$ cat config.mk
export PLATFORM = sky130hd
export DESIGN_NAME = bpm_cfg_regs
export DESIGN_NICKNAME = d
export VERILOG_FILES = /design/src/rtl/bpm_pkg.sv /design/src/rtl/bpm_cfg_regs.sv
export SDC_FILE = /design/constraint.sdc
export NUM_CORES = 1
export LEC_CHECK = 0
export BUFFER_PORTS_ARGS = -buffer_cell sky130_fd_sc_hd__buf_2
export CAP_MARGIN = 20
export CORE_MARGIN = 10
export CORE_UTILIZATION = 68
export CTS_BUF_LIST = sky130_fd_sc_hd__clkbuf_4 sky130_fd_sc_hd__clkbuf_8
export DETAILED_ROUTE_END_ITERATION = 10
export PLACE_DENSITY = 0.9
export RECOVER_POWER = 25
export SLEW_MARGIN = 0
export SYNTH_ARGS = -nofsm -noshare
export SYNTH_HDL_FRONTEND = slang
export SYNTH_SLANG_ARGS = --single-unit
export TNS_END_PERCENT = 20
$ cat constraint.sdc
create_clock -name clk -period 8.8 [get_ports clk]
set_clock_uncertainty 0.2 [all_clocks]
set_input_delay 1.32 -clock clk [delete_from_list [all_inputs] [get_ports clk]]
set_output_delay 1.32 -clock clk [all_outputs]
set_load 0.005 [all_outputs]
$ cat src/rtl/bpm_pkg.sv
package bpm_pkg;

    localparam int MAP_W_BLOCKS = 256;
    localparam int MAP_H_BLOCKS = 256;
    localparam int MAX_PATCHES  = 4096;

    localparam int MAP_ENTRIES = MAP_W_BLOCKS * MAP_H_BLOCKS;
    localparam int ADDR_BITS   = (MAP_ENTRIES > 1) ? $clog2(MAP_ENTRIES) : 1;
    localparam int X_BITS      = (MAP_W_BLOCKS > 1) ? $clog2(MAP_W_BLOCKS) : 1;
    localparam int Y_BITS      = (MAP_H_BLOCKS > 1) ? $clog2(MAP_H_BLOCKS) : 1;
    localparam int MAP_W_BITS  = $clog2(MAP_W_BLOCKS + 1);
    localparam int MAP_H_BITS  = $clog2(MAP_H_BLOCKS + 1);
    localparam int COUNT_BITS  = $clog2(MAX_PATCHES + 1);

    localparam int ENTRY_BITS    = 16;
    localparam int CFG_DATA_BITS = 14;
    localparam logic [ENTRY_BITS-1:0] UNUSED_ENTRY = '1;

    typedef enum logic [1:0] {
        CMD_CLEAR = 2'd0,
        CMD_ADD   = 2'd1,
        CMD_READ  = 2'd2,
        CMD_NONE  = 2'd3
    } cmd_e;

    typedef enum logic [1:0] {
        STAT_OK      = 2'd0,
        STAT_DROPPED = 2'd1,
        STAT_CLIPPED = 2'd2,
        STAT_OUTSIDE = 2'd3
    } status_e;

    typedef enum logic [1:0] {
        CFG_LOG2_BLOCK = 2'd0,
        CFG_FRAME_W    = 2'd1,
        CFG_FRAME_H    = 2'd2,
        CFG_FIRST_WINS = 2'd3
    } cfg_idx_e;

    typedef enum logic [3:0] {
        ST_BOOT,
        ST_IDLE,
        ST_CLEAR,
        ST_ADD_PREP,
        ST_ADD_SETUP,
        ST_WALK,
        ST_RD_ISSUE,
        ST_RD_WAIT,
        ST_DONE
    } state_e;

    typedef struct packed {
        logic [1:0]  command;
        logic [12:0] pos_x;
        logic [12:0] pos_y;
        logic [13:0] size_x;
        logic [13:0] size_y;
        logic [7:0]  block_x;
        logic [7:0]  block_y;
    } in_item_t;

    typedef struct packed {
        logic [15:0] patch_index;
        logic [1:0]  status;
    } out_item_t;

    typedef struct packed {
        logic [2:0]            log2_block;
        logic                  first_wins;
        logic [MAP_W_BITS-1:0] map_w;
        logic [MAP_H_BITS-1:0] map_h;
    } cfg_t;

    typedef struct packed {
        logic                  rd_en;
        logic [ADDR_BITS-1:0]  rd_addr;
        logic                  wr_en;
        logic [ADDR_BITS-1:0]  wr_addr;
        logic [ENTRY_BITS-1:0] wr_data;
    } mem_req_t;

endpackage

$ cat src/rtl/bpm_cfg_regs.sv
module bpm_cfg_regs (
    input  logic                             clk,
    input  logic                             rst_n,
    input  logic                             cfg_valid,
    input  bpm_pkg::cfg_idx_e                cfg_index,
    input  logic [bpm_pkg::CFG_DATA_BITS-1:0] cfg_data,
    output bpm_pkg::cfg_t                    cfg
);
    import bpm_pkg::*;

    logic [2:0]  log2_reg;
    logic [13:0] frame_w_reg;
    logic [13:0] frame_h_reg;
    logic        first_wins_reg;

    logic [14:0] round_add;
    logic [14:0] w_blocks;
    logic [14:0] h_blocks;

    always_ff @(posedge clk or negedge rst_n) begin
        if (!rst_n) begin
            log2_reg       <= 3'd3;
            frame_w_reg    <= 14'd2048;
            frame_h_reg    <= 14'd2048;
            first_wins_reg <= 1'b0;
        end else if (cfg_valid) begin
            unique case (cfg_index)
                CFG_LOG2_BLOCK: log2_reg       <= cfg_data[2:0];
                CFG_FRAME_W:    frame_w_reg    <= cfg_data[13:0];
                CFG_FRAME_H:    frame_h_reg    <= cfg_data[13:0];
                CFG_FIRST_WINS: first_wins_reg <= cfg_data[0];
                default: ;
            endcase
        end
    end

    // map size in blocks: ceil(pixels / block), clamped to the physical map
    always_comb begin
        round_add = (15'd1 << log2_reg) - 15'd1;
        w_blocks  = ({1'b0, frame_w_reg} + round_add) >> log2_reg;
        h_blocks  = ({1'b0, frame_h_reg} + round_add) >> log2_reg;
        cfg.log2_block = log2_reg;
        cfg.first_wins = first_wins_reg;
        cfg.map_w = (w_blocks > 15'(MAP_W_BLOCKS)) ? MAP_W_BITS'(MAP_W_BLOCKS)
                                                   : MAP_W_BITS'(w_blocks);
        cfg.map_h = (h_blocks > 15'(MAP_H_BLOCKS)) ? MAP_H_BITS'(MAP_H_BLOCKS)
                                                   : MAP_H_BITS'(h_blocks);
    end

endmodule

Yosys cells after proc, flatten, opt, wreduce, memory -nomap -nowiden. Index checks and enable logic that the tools add are counted.

Flip-flop bits (word level): 32. Input port bits: 19. Output and inout bits: 22.

Add/subtract/negate cells: 3. $lt $le $gt $ge: 2. Equality and inequality tests: 3. Shift-type cells: 3. Muxes and demuxes: 2. Reductions and logical operators: 5.

Operators with widths (number): adder 14 x 15 -> 15 bit (2); > comparator 15 x 9 -> 1 bit, second input constant (2); >> shifter 15 x 3 -> 15 bit (2); two-way mux 9 bit (2); left shift 1 x 3 -> 15 bit, first input constant (1); subtractor 15 x 1 -> 15 bit, second input constant (1); AND reduction 2 bit (4); == test 2 bit, second input constant (2); == test 2 x 1 -> 1 bit, second input constant (1); zero test 2 bit (1).

Longest topological paths before layout.
Depth in word-level cells: 6. Gate-level depth with buffers: 22. Depth with buffers taken out: 16.

Worst setup path before layout. Ideal clock, no wire load.

Path type: reg-to-output. Start point: register log2_reg[0]. End point: output port cfg[1] (netlist bit). Arrival: 4.814 ns. Data required time: 7.280 ns. Path slack: 2.466 ns. Stages on the path, launching flop included: 20. Cells stage by stage: dfstp_2 > clkbuf_1 > clkbuf_1 > clkbuf_1 > nor2_1 > nand2_1 > ha_1 > clkbuf_1 > and3_1 > clkbuf_1 > a21o_1 > ha_1 > a21oi_2 > o22ai_1 > or3_1 > o211ai_1 > o22ai_1 > a211oi_1 > a31oi_2 > nor4b_2.

RTL lines: start, declared (RTL line bpm_cfg_regs.sv:11) `logic [2:0] log2_reg;`; start signal, assigned (RTL line bpm_cfg_regs.sv:28) `CFG_LOG2_BLOCK: log2_reg <= cfg_data[2:0];`; end, declared (RTL line bpm_cfg_regs.sv:7) `output bpm_pkg::cfg_t cfg`.

==> flow_summary_export.csv <==
group,metric,value,unit
place,port_buffers,40,
clocking,number_of_clock_buffers_inserted_by_tritoncts,5,
place,gp_congestion,0.974,
worst_setup_path,cp_max_fo,35,
cells_and_area,finalNonFillerCells,663,
timing,timing.max_slew.rel_slack,-8.89,%
cells_and_area,layout.cells.most_common,"sky130_fd_sc_hd__nand2_1",
floorplan,design.portCount,41,
timing,fin_crit,7660,ps
worst_setup_path,timing.critical_path.max_delay_family,"compound AO/OA/AOI/OAI gates",
power,comb_power_share,73.7,%
synthesis,post_synth_instance_area,4370,sq um
worst_setup_path,worst_path_largest_cell_delay,990,ps
status,violations,"capacitance limit, slew limit",
clocking,cts.hold.buffers_added,0,
timing,unrepaired_setup_endpoints_after_global_routing,"no",
power,cellLeakagePower,0.00200,uW
power,netSwitchingFraction,52.9,%
place,pre_cts_slack,1600,ps
worst_setup_path,critical_path_buf_inv_count,2,
worst_setup_path,setup.worst_path.end_class,"output pin",
timing,finalWorstSetupSlack,1140,ps
timing,min_period_over_period,87.0,%
synthesis,postSynth.topFlopCell,"sky130_fd_sc_hd__dfrtp_1",
power,vdd_drop_max,254,uV
power,power_report.internal_total,639,uW
floorplan,die_area,10000,sq um
worst_setup_path,critical_path_class,"flop to output pin",
timing,maxSlewViolCount,33,
clocking,cts.repair_timing.setup_buffer_count,0,
drt,number_of_vias_in_the_routed_layout,4742,
drt,final_antenna_net_count,0,
clocking,clockRootBuffer,"sky130_fd_sc_hd__clkbuf_8",
cells_and_area,design.final.nets,635,
clocking,clock_latency,270,ps
cells_and_area,layout_common_cells,"55 x sky130_fd_sc_hd__nand2_1, 47 x sky130_fd_sc_hd__nor2_1, 44 x sky130_fd_sc_hd__a21oi_1",
synthesis,synth_sequential_area_ratio,18.5,%
place,placedCellCount,655,
drt,post-route-drc-count,0,
drt,route.detailed.vias_per_inst,7.15,
global_routing,grt_pass1_vias,4424,
global_routing,grt_antenna_before_repair,0,
power,powerDensity,289,nW/um^2
synthesis,synth_seq_cells,32,
timing,worstMarginPinSlew,1630,ps
worst_setup_path,worstPathArrival,6140,ps
floorplan,die_h,100,um
worst_setup_path,worst_ep_required_time,7280,ps
cells_and_area,number_of_antenna_cells_inserted,0,
cells_and_area,drive_above_1_share,19.1,%
synthesis,synthArstFlopShare,100,%
status,result_of_the_run,"finished, violations left",
floorplan,core_area,6280,sq um
synthesis,syn_inst,555,
clocking,numClockSinks,32,
power,switching_power,718,uW
floorplan,initial_core_util,69.6,%
floorplan,floorplan.rows,29,
timing,final-setup-viol-count,0,
run,max-cap-violations,1,
cells_and_area,final_core_util,74.9,%
synthesis,ys_warn_count,0,
worst_setup_path,path_cells,"clkinv_1, nor2_1, nand2_1, ha_1, and3_1, a21o_1, ha_1, a21oi_2, o22ai_1, or3_1, o211ai_1, o22ai_1, a211oi_1, a31oi_2, nor4b_2, buf_2",
power,clockPowerShare,8.8,%
clocking,clk_pin_slew,60,ps
drt,wl,13.8,mm
timing,clock.fmax,131,MHz
global_routing,globalRouteOverflowTotal,0,
synthesis,postSynthAreaPerCell,7.87,sq um
place,dpl.hpwl,10.5,mm
drt,wl_per_cell,20.8,um
clocking,clock_h_tree_levels,2,
floorplan,die_w,100,um
global_routing,globalRouteTotalUtil,26.9,%
min_path,class_of_the_most_critical_hold_timing_path,"flop to flop",
worst_setup_path,setup.worst_path.start_class,"flop",
drt,firstDrtPassIters,6,
power,seq_power_share,17.5,%
global_routing,first_pass_grt_wire_length,22.6,mm
worst_setup_path,cp_slowest_cell,"sky130_fd_sc_hd__dfstp_2",
global_routing,grt_max_degree,48,
clocking,cts.repair.resized,0,
cells_and_area,area_growth_syn_to_layout,7.65,%
drt,detail_route.iter0.violations,696,
clocking,cts_tree,"done",
timing,sum_neg_setup_slack,0,ps
timing,finalHoldWorstSlack,332,ps
timing,hold_violations,0,
clocking,clock_path_buffers,2,
synthesis,synth.distinct_cells,77,
synthesis,number_of_enable_flip_flop_cells_after_synthesis,0,
[power by group through the flow]
stage / Combinational (uW) / Sequential [uW] / Clock, uW
after floorplan: 762 / 199 / 0
after global placement: 935 / 232 / 0
after detailed placement: 961 / 235 / 0
after CTS: 972 / 233 / 121
after global routing: 1090 / 242 / 128
final: 1000 / 238 / 119
[Yosys cell counts, types with 9 or more instances]
cell type	count	area share (%)
sky130_fd_sc_hd__mux2_2	31	8.0
sky130_fd_sc_hd__inv_1	11	0.95
sky130_fd_sc_hd__a211oi_1	18	3.1
sky130_fd_sc_hd__dfrtp_1	28	16
sky130_fd_sc_hd__nor3_1	21	2.4
sky130_fd_sc_hd__nand4_1	9	1.3
sky130_fd_sc_hd__a21oi_1	44	5.0
sky130_fd_sc_hd__o211ai_1	13	2.2
sky130_fd_sc_hd__ha_1	29	8.3
sky130_fd_sc_hd__nand3_1	16	1.8
sky130_fd_sc_hd__a21o_1	12	2.1
sky130_fd_sc_hd__o21ai_0	33	3.8
sky130_fd_sc_hd__nand2_1	55	4.7
sky130_fd_sc_hd__clkbuf_1	18	1.5
sky130_fd_sc_hd__nor2_1	47	4.0
[metal layers]
layer / global-route usage [%] / vias to the layer above / wire length, um
li1: - / 2194 / -
met1: 35.5 / 2184 / 5610
met2: 42.7 / 325 / 6190
met3: 6.39 / 39 / 1620
met4: 7.39 / 0 / 354
met5: 0 / - / 0
[metrics by stage]
step / cell area [sq um] / total power, uW
after floorplan: 4390 / 961
after global placement: 4600 / 1170
after detailed placement: 4600 / 1200
after CTS: 4700 / 1330
after global routing: 4700 / 1460
final: 4700 / 1360
[path summary, 6_finish.rpt]
kind / startpoint / to / slack (ps) / cells past startpoint
max reg2reg: log2_reg[1] / log2_reg[1] / 6750 / 3
max in group asynchronous: rst_n / frame_w_reg[0] / 6200 / 1
min in group asynchronous: rst_n / frame_w_reg[10] / 1250 / 1
min: frame_w_reg[3] / frame_w_reg[3] / 330 / 1
min reg2reg: frame_w_reg[3] / frame_w_reg[3] / 330 / 1
max: log2_reg[0] / cfg[1] / 1140 / 16
[worst register-to-register path: cells and delay by family (launching register included)]
kind | cells | cell delay [ps]
flops | 1 | 1100
compound gates | 1 | 220
buf+inv | 2 | 450
[layout make-up]
cell class,instances,area (sq um)
multi-input combinational,490,3430
fill,460,1580
sequential,32,806
timing repair buffer,44,229
clock buffer,8,97.6
tap,77,96.3
inverter,12,45.0
[cells by family after synthesis]
| family | Yosys count | synth area share, % |
|---|---|---|
| compound gates | 197 | 32.3 |
| xor+xnor | 14 | 2.81 |
| simple gates | 200 | 22.8 |
| fa+ha+maj | 31 | 9.23 |
| buf+inv | 40 | 3.67 |
| flops | 32 | 18.5 |
| mux | 40 | 10.6 |
| other cells | 1 | 0.0859 |
Power figures use the tool's default switching activity.
