<file path="config.mk">
export PLATFORM = sky130hd
export DESIGN_NAME = bpm_ctrl
export DESIGN_NICKNAME = d
export VERILOG_FILES = /design/src/rtl/bpm_pkg.sv /design/src/rtl/bpm_ctrl.sv
export SDC_FILE = /design/constraint.sdc
export NUM_CORES = 1
export LEC_CHECK = 0
export BUFFER_PORTS_ARGS = -buffer_cell sky130_fd_sc_hd__buf_4
export CORE_ASPECT_RATIO = 0.6
export CORE_MARGIN = 5
export CORE_UTILIZATION = 64
export DETAILED_ROUTE_END_ITERATION = 10
export PLACE_DENSITY = 0.87
export SYNTH_ARGS = -nofsm -noshare
export SYNTH_HDL_FRONTEND = slang
export SYNTH_SLANG_ARGS = --single-unit
export TNS_END_PERCENT = 100
</file>
<file path="constraint.sdc">
create_clock -name clk -period 16.55 [get_ports clk]
set_clock_uncertainty 0.2 [all_clocks]
set_input_delay 1.655 -clock clk [delete_from_list [all_inputs] [get_ports clk]]
set_output_delay 1.655 -clock clk [all_outputs]
set_load 0.01 [all_outputs]
</file>
<file path="src/rtl/bpm_pkg.sv">
package bpm_pkg;

    localparam int MAP_W_BLOCKS = 256;
    localparam int MAP_H_BLOCKS = 256;
    localparam int MAX_PATCHES  = 4096;

    localparam int MAP_ENTRIES = MAP_W_BLOCKS * MAP_H_BLOCKS;
    localparam int ADDR_BITS   = (MAP_ENTRIES > 1) ? $clog2(MAP_ENTRIES) : 1;
    localparam int X_BITS      = (MAP_W_BLOCKS > 1) ? $clog2(MAP_W_BLOCKS) : 1;
    localparam int Y_BITS      = (MAP_H_BLOCKS > 1) ? $clog2(MAP_H_BLOCKS) : 1;
    localparam int MAP_W_BITS  = $clog2(MAP_W_BLOCKS + 1);
    localparam int MAP_H_BITS  = $clog2(MAP_H_BLOCKS + 1);
    localparam int COUNT_BITS  = $clog2(MAX_PATCHES + 1);

    localparam int ENTRY_BITS    = 16;
    localparam int CFG_DATA_BITS = 14;
    localparam logic [ENTRY_BITS-1:0] UNUSED_ENTRY = '1;

    typedef enum logic [1:0] {
        CMD_CLEAR = 2'd0,
        CMD_ADD   = 2'd1,
        CMD_READ  = 2'd2,
        CMD_NONE  = 2'd3
    } cmd_e;

    typedef enum logic [1:0] {
        STAT_OK      = 2'd0,
        STAT_DROPPED = 2'd1,
        STAT_CLIPPED = 2'd2,
        STAT_OUTSIDE = 2'd3
    } status_e;

    typedef enum logic [1:0] {
        CFG_LOG2_BLOCK = 2'd0,
        CFG_FRAME_W    = 2'd1,
        CFG_FRAME_H    = 2'd2,
        CFG_FIRST_WINS = 2'd3
    } cfg_idx_e;

    typedef enum logic [3:0] {
        ST_BOOT,
        ST_IDLE,
        ST_CLEAR,
        ST_ADD_PREP,
        ST_ADD_SETUP,
        ST_WALK,
        ST_RD_ISSUE,
        ST_RD_WAIT,
        ST_DONE
    } state_e;

    typedef struct packed {
        logic [1:0]  command;
        logic [12:0] pos_x;
        logic [12:0] pos_y;
        logic [13:0] size_x;
        logic [13:0] size_y;
        logic [7:0]  block_x;
        logic [7:0]  block_y;
    } in_item_t;

    typedef struct packed {
        logic [15:0] patch_index;
        logic [1:0]  status;
    } out_item_t;

    typedef struct packed {
        logic [2:0]            log2_block;
        logic                  first_wins;
        logic [MAP_W_BITS-1:0] map_w;
        logic [MAP_H_BITS-1:0] map_h;
    } cfg_t;

    typedef struct packed {
        logic                  rd_en;
        logic [ADDR_BITS-1:0]  rd_addr;
        logic                  wr_en;
        logic [ADDR_BITS-1:0]  wr_addr;
        logic [ENTRY_BITS-1:0] wr_data;
    } mem_req_t;

endpackage

</file>
<file path="src/rtl/bpm_ctrl.sv">
module bpm_ctrl (
    input  logic                           clk,
    input  logic                           rst_n,
    input  bpm_pkg::cfg_t                  cfg,
    input  logic                           item_valid,
    output logic                           item_ready,
    input  bpm_pkg::in_item_t              item,
    input  logic [bpm_pkg::ENTRY_BITS-1:0] rd_data,
    output bpm_pkg::mem_req_t              mem_req,
    output logic                           res_valid,
    input  logic                           res_ready,
    output bpm_pkg::out_item_t             res
);
    import bpm_pkg::*;

    // control state
    state_e                 state_reg, state_next;
    logic [ADDR_BITS-1:0]   clr_addr_reg, clr_addr_next;
    logic [COUNT_BITS-1:0]  count_reg, count_next;
    logic                   wr_pend_reg, wr_pend_next;

    // item and walk payload
    in_item_t               item_reg, item_next;
    logic [12:0]            x0_reg, x0_next;
    logic [12:0]            y0_reg, y0_next;
    logic [14:0]            w_reg, w_next;
    logic [14:0]            h_reg, h_next;
    logic [X_BITS-1:0]      cur_x_reg, cur_x_next;
    logic [Y_BITS-1:0]      cur_y_reg, cur_y_next;
    logic [X_BITS-1:0]      x_start_reg, x_start_next;
    logic [X_BITS-1:0]      x_last_reg, x_last_next;
    logic [Y_BITS-1:0]      y_last_reg, y_last_next;
    logic [ADDR_BITS-1:0]   wr_addr_reg, wr_addr_next;
    logic [ENTRY_BITS-1:0]  res_index_reg, res_index_next;
    logic [1:0]             res_status_reg, res_status_next;

    logic [14:0]            round_add;
    logic [15:0]            x1;
    logic [15:0]            y1;
    logic                   clip_x;
    logic                   clip_y;
    logic [MAP_W_BITS-1:0]  x1c;
    logic [MAP_H_BITS-1:0]  y1c;
    logic                   empty;
    logic [ADDR_BITS-1:0]   walk_addr;
    logic [ADDR_BITS-1:0]   read_addr;
    logic                   outside;

    always_ff @(posedge clk or negedge rst_n) begin
        if (!rst_n) begin
            state_reg    <= ST_BOOT;
            clr_addr_reg <= '0;
            count_reg    <= '0;
            wr_pend_reg  <= 1'b0;
        end else begin
            state_reg    <= state_next;
            clr_addr_reg <= clr_addr_next;
            count_reg    <= count_next;
            wr_pend_reg  <= wr_pend_next;
        end
    end

    always_ff @(posedge clk) begin
        item_reg       <= item_next;
        x0_reg         <= x0_next;
        y0_reg         <= y0_next;
        w_reg          <= w_next;
        h_reg          <= h_next;
        cur_x_reg      <= cur_x_next;
        cur_y_reg      <= cur_y_next;
        x_start_reg    <= x_start_next;
        x_last_reg     <= x_last_next;
        y_last_reg     <= y_last_next;
        wr_addr_reg    <= wr_addr_next;
        res_index_reg  <= res_index_next;
        res_status_reg <= res_status_next;
    end

    always_comb begin
        round_add = (15'd1 << cfg.log2_block) - 15'd1;
        x1     = 16'(x0_reg) + 16'(w_reg);
        y1     = 16'(y0_reg) + 16'(h_reg);
        clip_x = x1 > 16'(cfg.map_w);
        clip_y = y1 > 16'(cfg.map_h);
        x1c    = clip_x ? cfg.map_w : MAP_W_BITS'(x1);
        y1c    = clip_y ? cfg.map_h : MAP_H_BITS'(y1);
        empty  = (x0_reg >= 13'(x1c)) || (y0_reg >= 13'(y1c));
        walk_addr = ADDR_BITS'(cur_y_reg) * ADDR_BITS'(MAP_W_BLOCKS)
                  + ADDR_BITS'(cur_x_reg);
        read_addr = ADDR_BITS'(item_reg.block_y) * ADDR_BITS'(MAP_W_BLOCKS)
                  + ADDR_BITS'(item_reg.block_x);
        outside = (16'(item_reg.block_x) >= 16'(cfg.map_w))
               || (16'(item_reg.block_y) >= 16'(cfg.map_h));
    end

    always_comb begin
        state_next      = state_reg;
        clr_addr_next   = clr_addr_reg;
        count_next      = count_reg;
        wr_pend_next    = 1'b0;
        item_next       = item_reg;
        x0_next         = x0_reg;
        y0_next         = y0_reg;
        w_next          = w_reg;
        h_next          = h_reg;
        cur_x_next      = cur_x_reg;
        cur_y_next      = cur_y_reg;
        x_start_next    = x_start_reg;
        x_last_next     = x_last_reg;
        y_last_next     = y_last_reg;
        wr_addr_next    = wr_addr_reg;
        res_index_next  = res_index_reg;
        res_status_next = res_status_reg;

        item_ready = 1'b0;
        res_valid  = 1'b0;

        // write stage of the walk: issued in the cycle after its read
        mem_req.rd_en   = 1'b0;
        mem_req.rd_addr = walk_addr;
        mem_req.wr_en   = wr_pend_reg && (!cfg.first_wins || rd_data == UNUSED_ENTRY);
        mem_req.wr_addr = wr_addr_reg;
        mem_req.wr_data = res_index_reg;

        unique case (state_reg)
            ST_BOOT, ST_CLEAR: begin
                mem_req.wr_en   = 1'b1;
                mem_req.wr_addr = clr_addr_reg;
                mem_req.wr_data = UNUSED_ENTRY;
                clr_addr_next   = clr_addr_reg + 1'b1;
                if (clr_addr_reg == ADDR_BITS'(MAP_ENTRIES - 1)) begin
                    clr_addr_next = '0;
                    state_next    = (state_reg == ST_BOOT) ? ST_IDLE : ST_DONE;
                end
            end
            ST_IDLE: begin
                item_ready = 1'b1;
                if (item_valid) begin
                    item_next       = item;
                    res_index_next  = UNUSED_ENTRY;
                    res_status_next = STAT_OK;
                    priority case (item.command)
                        CMD_CLEAR: begin
                            count_next = '0;
                            state_next = ST_CLEAR;
                        end
                        CMD_ADD:  state_next = ST_ADD_PREP;
                        CMD_READ: state_next = ST_RD_ISSUE;
                        default:  state_next = ST_DONE;
                    endcase
                end
            end
            ST_ADD_PREP: begin
                if (count_reg >= COUNT_BITS'(MAX_PATCHES)) begin
                    res_status_next = STAT_DROPPED;
                    state_next      = ST_DONE;
                end else begin
                    x0_next    = item_reg.pos_x >> cfg.log2_block;
                    y0_next    = item_reg.pos_y >> cfg.log2_block;
                    w_next     = ({1'b0, item_reg.size_x} + round_add) >> cfg.log2_block;
                    h_next     = ({1'b0, item_reg.size_y} + round_add) >> cfg.log2_block;
                    state_next = ST_ADD_SETUP;
                end
            end
            ST_ADD_SETUP: begin
                res_index_next = ENTRY_BITS'(count_reg);
                count_next     = count_reg + 1'b1;
                if (w_reg != '0 && h_reg != '0 && (clip_x || clip_y)) begin
                    res_status_next = STAT_CLIPPED;
                end
                cur_x_next   = X_BITS'(x0_reg);
                cur_y_next   = Y_BITS'(y0_reg);
                x_start_next = X_BITS'(x0_reg);
                x_last_next  = X_BITS'(x1c - 1'b1);
                y_last_next  = Y_BITS'(y1c - 1'b1);
                state_next   = empty ? ST_DONE : ST_WALK;
            end
            ST_WALK: begin
                mem_req.rd_en = 1'b1;
                wr_pend_next  = 1'b1;
                wr_addr_next  = walk_addr;
                if (cur_x_reg == x_last_reg) begin
                    cur_x_next = x_start_reg;
                    if (cur_y_reg == y_last_reg) begin
                        state_next = ST_DONE;
                    end else begin
                        cur_y_next = cur_y_reg + 1'b1;
                    end
                end else begin
                    cur_x_next = cur_x_reg + 1'b1;
                end
            end
            ST_RD_ISSUE: begin
                if (outside) begin
                    res_status_next = STAT_OUTSIDE;
                    state_next      = ST_DONE;
                end else begin
                    mem_req.rd_en   = 1'b1;
                    mem_req.rd_addr = read_addr;
                    state_next      = ST_RD_WAIT;
                end
            end
            ST_RD_WAIT: begin
                res_index_next = rd_data;
                state_next     = ST_DONE;
            end
            ST_DONE: begin
                res_valid = 1'b1;
                if (res_ready) begin
                    state_next = ST_IDLE;
                end
            end
            default: state_next = ST_IDLE;
        endcase

        res.patch_index = res_index_reg;
        res.status      = res_status_reg;
    end

    assert property (@(posedge clk) disable iff (!rst_n)
        (mem_req.wr_en && mem_req.rd_en) |-> (mem_req.wr_addr != mem_req.rd_addr))
        else $error("map read and write hit the same entry in one cycle");

    assert property (@(posedge clk) disable iff (!rst_n)
        count_reg <= COUNT_BITS'(MAX_PATCHES))
        else $error("patch count beyond maximum");

    assert property (@(posedge clk) disable iff (!rst_n)
        (state_reg == ST_WALK) |-> (cur_x_reg <= x_last_reg && cur_y_reg <= y_last_reg
                                    && cur_x_reg >= x_start_reg))
        else $error("walk left its rectangle");

    assert property (@(posedge clk) disable iff (!rst_n)
        wr_pend_reg |-> $past(state_reg == ST_WALK))
        else $error("map write pending outside a walk");

    assert property (@(posedge clk) disable iff (!rst_n)
        (state_reg == ST_DONE && res_ready) |=> (state_reg == ST_IDLE && !wr_pend_reg))
        else $error("result handed off without returning to idle");

endmodule

</file>
# Word level (Yosys, flattened, before mapping)
# Cells that the tools add are included.
[word_totals]
inputBits = 114
reg_bits = 234
output_inout_bits = 70
word_cells = 132
[op_classes]
shift = 5
n_reduce_logical = 24
add_sub_neg = 13
n_eq_ne = 24
n_mux = 36
bitwise_logic = 1
magnitude_cmp = 7
[op_table]
columns = ["operator", "count"]
rows = [
  ["$mux 16", 3],
  ["$pmux 16 s3", 1],
  ["$mux 4", 9],
  ["$mux 33", 1],
  ["$add 13x15->16", 2],
  ["$add 16x8->16", 2],
  ["$eq 16x16->1 const B", 2],
  ["$gt 16x9->1", 2],
  ["$pmux 4 s8", 1],
  ["$pmux 8 s2", 2],
  ["$add 14x15->15", 2],
  ["$reduce_bool 15->1", 2],
  ["$shr 15x3->15", 2],
  ["$ge 13x9->1", 2],
  ["$mux 13", 2],
  ["$pmux 13 s2", 1],
  ["$shr 13x3->13", 2],
  ["$mux 8", 3],
  ["$ne 2x2->1 const B", 10],
  ["$ge 8x9->1", 2],
  ["$mux 9", 2],
  ["$mux 17", 1],
  ["$add 16x1->16 const B", 1],
  ["$add 8x1->8 const B", 2],
  ["other kinds (30)", 51],
]

# Depth between registers and ports, before layout
# Gate-level depths: netlist of run 1.
[depth]
depth_word = 7
depth_mapped = 27
ltp_nobuf = 26

# Worst setup path before layout of run 1
# OpenSTA, ideal clock, no wires.
[synth_path]
path_type = "input to register"
startpoint = "input cfg[19] in the netlist's numbering"
endpoint = "register h_reg[2] (data pin)"
path_slack_ns = 10.810
arrival_ns = 5.268
n_path_buf = 4
setup_ns = 0.272
cell_stages = 16
required_ns = 16.078
cell_sequence = "clkbuf_1 buf_1 clkbuf_1 nand2_1 ha_1 clkbuf_1 nor3_1 a21oi_1 o22ai_1 ha_1 o21a_1 a211oi_1 o21ai_0 xor2_1 mux2_2 mux4_2"
[synth_between]
elab_chain_len = 4
[synth_rtl]
columns = ["element", "line_no", "rtl"]
rows = [
  ["start, declared", "bpm_ctrl.sv:4", "input bpm_pkg::cfg_t cfg,"],
  ["$shl 1x3->15", "bpm_ctrl.sv:80", "round_add = (15'd1 << cfg.log2_block) - 15'd1;"],
  ["$sub 15x1->15", "bpm_ctrl.sv:80", ""],
  ["$add 14x15->15", "bpm_ctrl.sv:161", "h_next = ({1'b0, item_reg.size_y} + round_add) >> cfg.log2_block;"],
  ["$shr 15x3->15 (*)", "bpm_ctrl.sv:161", ""],
  ["end signal, assigned", "bpm_ctrl.sv:68", "h_reg <= h_next;"],
  ["end, declared", "bpm_ctrl.sv:27", "logic [14:0] h_reg, h_next;"],
]
# Mark *: on every way between the ends. The rest lies on a longest branch, timed or not.
# A chain may end at the register's enable or synchronous reset.

==> impl_metrics.toml, run 1 <==
[layout]
drive_gt1_share_pct = 16.2
seqCellArea_um2 = 6860
fin_util_pct = 74.0
largest_register_ffs = 70
multi_input_area_um2 = 8090
area_growth_pct = 15.0
fin_nets = 1916
num_antenna_cells = 0
final_cells = 2024
nFillCells = 1656

[floorplanning]
core-area_um2 = 23900
die_x_um = 210
die-area_um2 = 27400
initial_core_util_pct = 64.3
ios = 184
die_h_um = 130
placementRows = 44

[sta]
worst_pin_slew_ns = 1.16
maxSlewViolCount = 0
finalHoldViolCount = 0
fin_setup_tns_ns = 0
rsz0062_at_grt = "no"
fmax_ghz = 0.141
period_needed_ns = 7.07
relSlewSlack_pct = 22.3
fin_crit_sh_pct = 42.7
setup_viol_count_final = 0

[min_path]
min_path_type = "flop to flop"
whs_endpoint = "clr_addr_reg[6]"
min_from = "clr_addr_reg[6]"
whs_path_depth = 1

[setup_path]
cp.arrival_ns = 5.21
worstSetupEndpointType = "output port"
worstPathRequired_ns = 14.69
reg2reg_to = "state_reg[3]"
ff2ff_setup_slack_ns = 9.82
critPathLaunchType = "input port"
crit_fanout = 23
reg2reg_from = "x0_reg[0]"
path_class = "input port to output port"
rr_worst_depth = 23

[cts]
hold_buffers = 0
clk_path_buf_depth = 3
cts-resized-gates = 0
cts_setup_buffers = 0
worstSkewPairLatency_ns = 0.53
cts_max_level = 1
root_buffer = "clkbuf_16"
path_clk_slew_ns = 0.06
cts.sinks = 234
cts_tree = "yes"
cts_buffers = 23

[routing]
vias_per_cell = 6.47
drc_errors = 0
routed_wl_um = 43600
drtIter0Drc = 1929
antenna_left = 0
dr.pass1.iters = 7
wl_per_cell_um = 21.5
via_count = 13098

[flow_run]
maxCapViolations = 0

[grt]
overflow = 0
first_global_vias = 12412
grt_usage_pct = 31.0
antenna_found_initial = 1
grt_pass1_wl_um = 67600
grt_max_degree = 71

[pwr]
ir_worst_vdd_v = 0.0000812
power_density_nw_per_um2 = 136
leakage_nw = 7.42

[synth]
synthXorXnorAreaFrac_pct = 5.97
synth_area_um2 = 15400
netlist-cell-type-count = 75
synth_cells = 1526
syn_avg_cell_area_um2 = 10.1
synth-seq-cells = 234
synth-compound-area-share_pct = 14.1
ys.warnings.count = 0
synth_simple_gate_area_share_pct = 15.0
synth-main-ff-cell = "edfxtp_1"
synth_edf_count = 200
muxShareOfSynthArea_pct = 7.58
ys_seq_area_share_pct = 44.5
synth_fa_ha_area_share_pct = 9.62
async_reset_ff_share_pct = 14.5
synth_top_family_by_area = "simple AND/OR/NAND/NOR gates"

[placed_design]
hpwl_um = 32900
place_congestion = 0.989
dp.cells = 1983
io_buffers = 183

[run_status]
outcome = "finished, final reports clean"
[power by group]
part | total [W] | switching [W] | leakage (nW) | internal [W]
combinational | 0.000987 | 0.000593 | 4.82 | 0.000394
clock | 0.000506 | 0.000225 | 0.344 | 0.000281
sequential | 0.000907 | 0.000109 | 2.26 | 0.000799
[critical path: stages]
cell and delay (ns):
buf_4 0.14, ha_1 0.28, nand2b_1 0.15, a21oi_1 0.18, nor2b_1 0.08, o21ai_0 0.21, a21oi_1 0.11, o31ai_1 0.64
nand3_1 0.99, mux2_2 0.62, buf_4 0.15
[how the worst max path moves through the flow]
stage / to / startpoint / cells past startpoint / slack [ns]
5_1_grt: mem_req[36] / cfg[0] / 11 / 9.25
6_report: mem_req[36] / cfg[0] / 11 / 9.48
4_1_cts: mem_req[36] / cfg[0] / 11 / 9.58
3_3_place_gp: mem_req[44] / cfg[9] / 11 / 9.83
2_1_floorplan: h_reg[2] / cfg[19] / 16 / 10.81
3_5_place_dp: mem_req[36] / cfg[0] / 11 / 9.60
[cells in the mapped netlist (5+ instances only)]
cell type  instances  share of area (%)
a211oi_1          18               0.88
a21o_1            25                1.2
a21oi_1          101                3.3
a22oi_1           13               0.63
a31oi_1            5               0.20
a41oi_1            5               0.28
and2_1            12               0.49
and3_1            11               0.45
and4_1             6               0.34
buf_1              6               0.15
clkbuf_1          49                1.2
dfrtp_1           34                5.5
edfxtp_1         200                 39
ha_1             112                9.1
inv_1             63                1.5
mux2_2            41                3.0
mux2i_1           66                4.3
nand2_1          184                4.5
nand2b_1          29                1.2
nand3_1           33                1.1
nand4_1           22               0.89
nor2_1           123                3.0
nor2b_1            8               0.33
nor3_1            20               0.65
nor3b_1            6               0.29
nor4_1            20               0.81
o211ai_1          12               0.59
o21a_1            15               0.73
o21ai_0           77                2.5
o21bai_1           8               0.39
o22ai_1           12               0.49
o31ai_1            6               0.29
or3_1              9               0.37
xnor2_1           49                2.8
xor2_1            56                3.2
[logic make-up after synthesis]
| family | count (synthesis) |
|---|---|
| compound gates | 340 |
| xor+xnor | 105 |
| mux | 109 |
| fa+ha+maj | 116 |
| simple gates | 495 |
| buf+inv | 126 |
| other cells | 1 |
| flops | 234 |
[layout by cell type, fill, tap and decap left out, types with 9 or more instances in the layout]
cell type,n
o22ai_1,12
clkbuf_1,10
nand4_1,22
o21ai_0,77
buf_4,188
nor4_1,20
o211ai_1,12
edfxtp_1,200
xor2_1,56
a211oi_1,18
ha_1,112
mux2i_1,66
and2_1,12
mux2_2,41
clkbuf_16,25
or3_1,9
a21oi_1,101
nor3_1,19
nand3_1,33
nand2_1,184
a21o_1,25
inv_1,61
o21a_1,15
nand2b_1,29
a22oi_1,13
dfrtp_1,34
nor2_1,123
xnor2_1,49
and3_1,11
[final cells by class]
type                            instances  area share [%]
Sequential cell                       234            38.7
Clock inverter                          5           0.155
Inverter                               66            1.40
Timing Repair Buffer                  188            7.97
Clock buffer                           36            3.82
Multi-Input combinational cell       1173            45.7
Tap cell                              322            2.27
[through the flow]
| step | hold slack [ns] | instance area [um2] | total power [W] | setup slack, ns |
|---|---|---|---|---|
| finish | 0.322 | 17700 | 0.00240 | 9.48 |
| global placement | 0.287 | 17000 | 0.00183 | 9.83 |
| detailed placement | 0.305 | 17000 | 0.00187 | 9.60 |
| floorplan | 0.266 | 15400 | 0.00154 | 10.81 |
| global route | 0.330 | 17700 | 0.00253 | 9.25 |
| CTS | 0.315 | 17700 | 0.00238 | 9.58 |
[metal layers]
layer / part of all wire (%) / global-route usage (%) / wire length [um]
met5: 0 / 0 / 0
met1: 43 / 48.1 / 19000
met2: 42 / 44.7 / 18200
met3: 13 / 7.35 / 5580
met4: 2.0 / 5.98 / 867
No activity file was read; power rests on OpenSTA's default activity.
==> run 2: changes to the inputs <==
CORE_UTILIZATION = 60   (was 64)
PLACE_DENSITY = 0.82   (was 0.87)
clock period = 7 ns   (was 16.55 ns; I/O delays follow)
==> impl_metrics.toml, run 2 (same netlist as run 1, synthesis figures left out) <==
[flow_run]
maxCapViolations = 0

[sta]
rsz0062_at_grt = "no"
maxSlewViolCount = 0
finalHoldViolCount = 0
relSlewSlack_pct = 21.7
period_needed_ns = 6.22
whs_ns = 0.135
fin_setup_tns_ns = 0
worst_pin_slew_ns = 1.17
fin_crit_sh_pct = 88.9
layout_setup_ws_ns = 0.778
setup_viol_count_final = 0
fmax_ghz = 0.161

[layout]
largest_register_ffs = 70
area_growth_pct = 15.8
drive_gt1_share_pct = 16.6
nFillCells = 1839
final_common_cell = "edfxtp_1"
fin_nets = 1919
final_cells = 2035
num_antenna_cells = 0
final_cell_mix = "edfxtp_1 (200), buf_4 (190), nand2_1 (184)"

[setup_path]
worstPathRequired_ns = 7.21
worstSetupEndpointType = "flop"
path_class = "flop to flop"
critPathLaunchType = "flop"
cp.arrival_ns = 6.43
crit_fanout = 19
ff2ff_setup_slack_ns = 0.78
cp_top_family = "compound AO/OA/AOI/OAI gates"
crit_path_max_incr_delay_ns = 0.43
cp_num_buf_inv = 0
cp_cell_sequence = "ha_1 -> fa_1 -> a21o_1 -> a2111oi_4 -> xnor2_1 -> ha_1 -> a21o_1 -> a211oi_1 -> o2111a_1 -> o211ai_1 -> mux2i_1 -> o2111ai_4 -> o21ai_0 -> ha_1 -> nand2b_1 -> a21o_1 -> a21oi_1 -> o311ai_0 -> a41oi_1 -> o31ai_1 -> a2111oi_1 -> nor2_1"
cpMaxStageDelayCell = "a2111oi_4"

[floorplanning]
placementRows = 45
core-area_um2 = 25300
ios = 184
die_x_um = 217
initial_core_util_pct = 60.9
die_h_um = 134
die-area_um2 = 29100

[routing]
routed_wl_um = 42200
wl_per_cell_um = 20.7
vias_per_cell = 6.25
drtIter0Drc = 1475
via_count = 12709
antenna_left = 0
dr.pass1.iters = 6
drc_errors = 0

[grt]
grt_max_degree = 63
overflow = 0
grt_usage_pct = 28.4
grt_pass1_wl_um = 66300
antenna_found_initial = 1
first_global_vias = 12088

[placed_design]
pre_cts_ws_ns = 0.701
place_congestion = 0.908
dp.cells = 1992
hpwl_um = 32300
io_buffers = 183

[pwr]
pwr-share-comb_pct = 40.4
p_total_w = 0.00575
power_density_nw_per_um2 = 323
intPower_w = 0.00357
clockPowerShare_pct = 22.7
ir_worst_vdd_v = 0.000247
switchingPower_w = 0.00218
swShare_pct = 37.9
seqPwrFrac_pct = 36.9
leakage_nw = 7.46

[cts]
cts.sinks = 234
clk_path_buf_depth = 3
cts_setup_buffers = 0
cts_max_level = 1
cts_tree = "yes"
worstSkewPairLatency_ns = 0.54
root_buffer = "clkbuf_16"
cts_buffers = 23
path_clk_slew_ns = 0.07

[min_path]
min_path_type = "input port to flop"

[run_status]
outcome = "finished, final reports clean"
[run 2: changes by cell type in the layout (fill, tap and decap cells not counted), moves of 2 or more]
cell and delta:
buf_4 +2, bufinv_16 +4, clkinvlp_4 +3, clkinv_1 +2, clkbuf_16 -2, clkinv_2 +2, clkbuf_1 -7
[run 2: what timing repair did]
action / 4_1_cts / 5_1_grt
resized for setup: 0 / 1
hold buffers: 1 / 0
setup endpoints to repair: 0 / 1
hold endpoints to repair: 34 / 0
[run 2: power groups by stage]
stage	Sequential [W]	Clock, W	Combinational, W
3_5_place_dp	0.00214	0	0.00226
4_1_cts	0.00211	0.00132	0.00228
3_3_place_gp	0.00213	0	0.00220
5_1_grt	0.00215	0.00137	0.00255
6_report	0.00212	0.00131	0.00232
2_1_floorplan	0.00205	0	0.00159
[run 2: stage by stage]
stage | util (%) | instance area, um2
CTS | 70.5 | 17800
global placement | 67.4 | 17000
finish | 70.5 | 17800
detailed placement | 67.4 | 17000
floorplan | - | 15400
global route | 70.5 | 17800
[run 2: path summary, 6_finish.rpt]
| check | to | from | cells after the start |
|---|---|---|---|
| hold / removal | item_reg[9] | item[9] | 1 |
| setup / recovery | state_reg[3] | y0_reg[0] | 22 |
| max in group asynchronous | state_reg[3] | rst_n | 2 |
| hold reg to reg | clr_addr_reg[6] | clr_addr_reg[6] | 1 |
| setup reg to reg | state_reg[3] | y0_reg[0] | 22 |
| min in group asynchronous | clr_addr_reg[8] | rst_n | 2 |
[run 2: layer usage]
layer | routed length (um) | vias up | global-route usage, %
met1 | 19100 | 6037 | 44.2
met2 | 17200 | 675 | 39.4
li1 | - | 5938 | -
met4 | 661 | 0 | 4.48
met5 | 0 | - | 0
met3 | 5270 | 59 | 9.20
[run 2: final cells by class]
class | instances | area [um2] | area share, %
clock buffers | 26 | 587 | 3.29
well taps | 329 | 412 | 2.31
multi-input cells | 1173 | 8100 | 45.4
flip-flops and latches | 234 | 6860 | 38.5
inverters | 66 | 248 | 1.39
clock inverters | 16 | 188 | 1.05
repair buffers | 191 | 1440 | 8.06
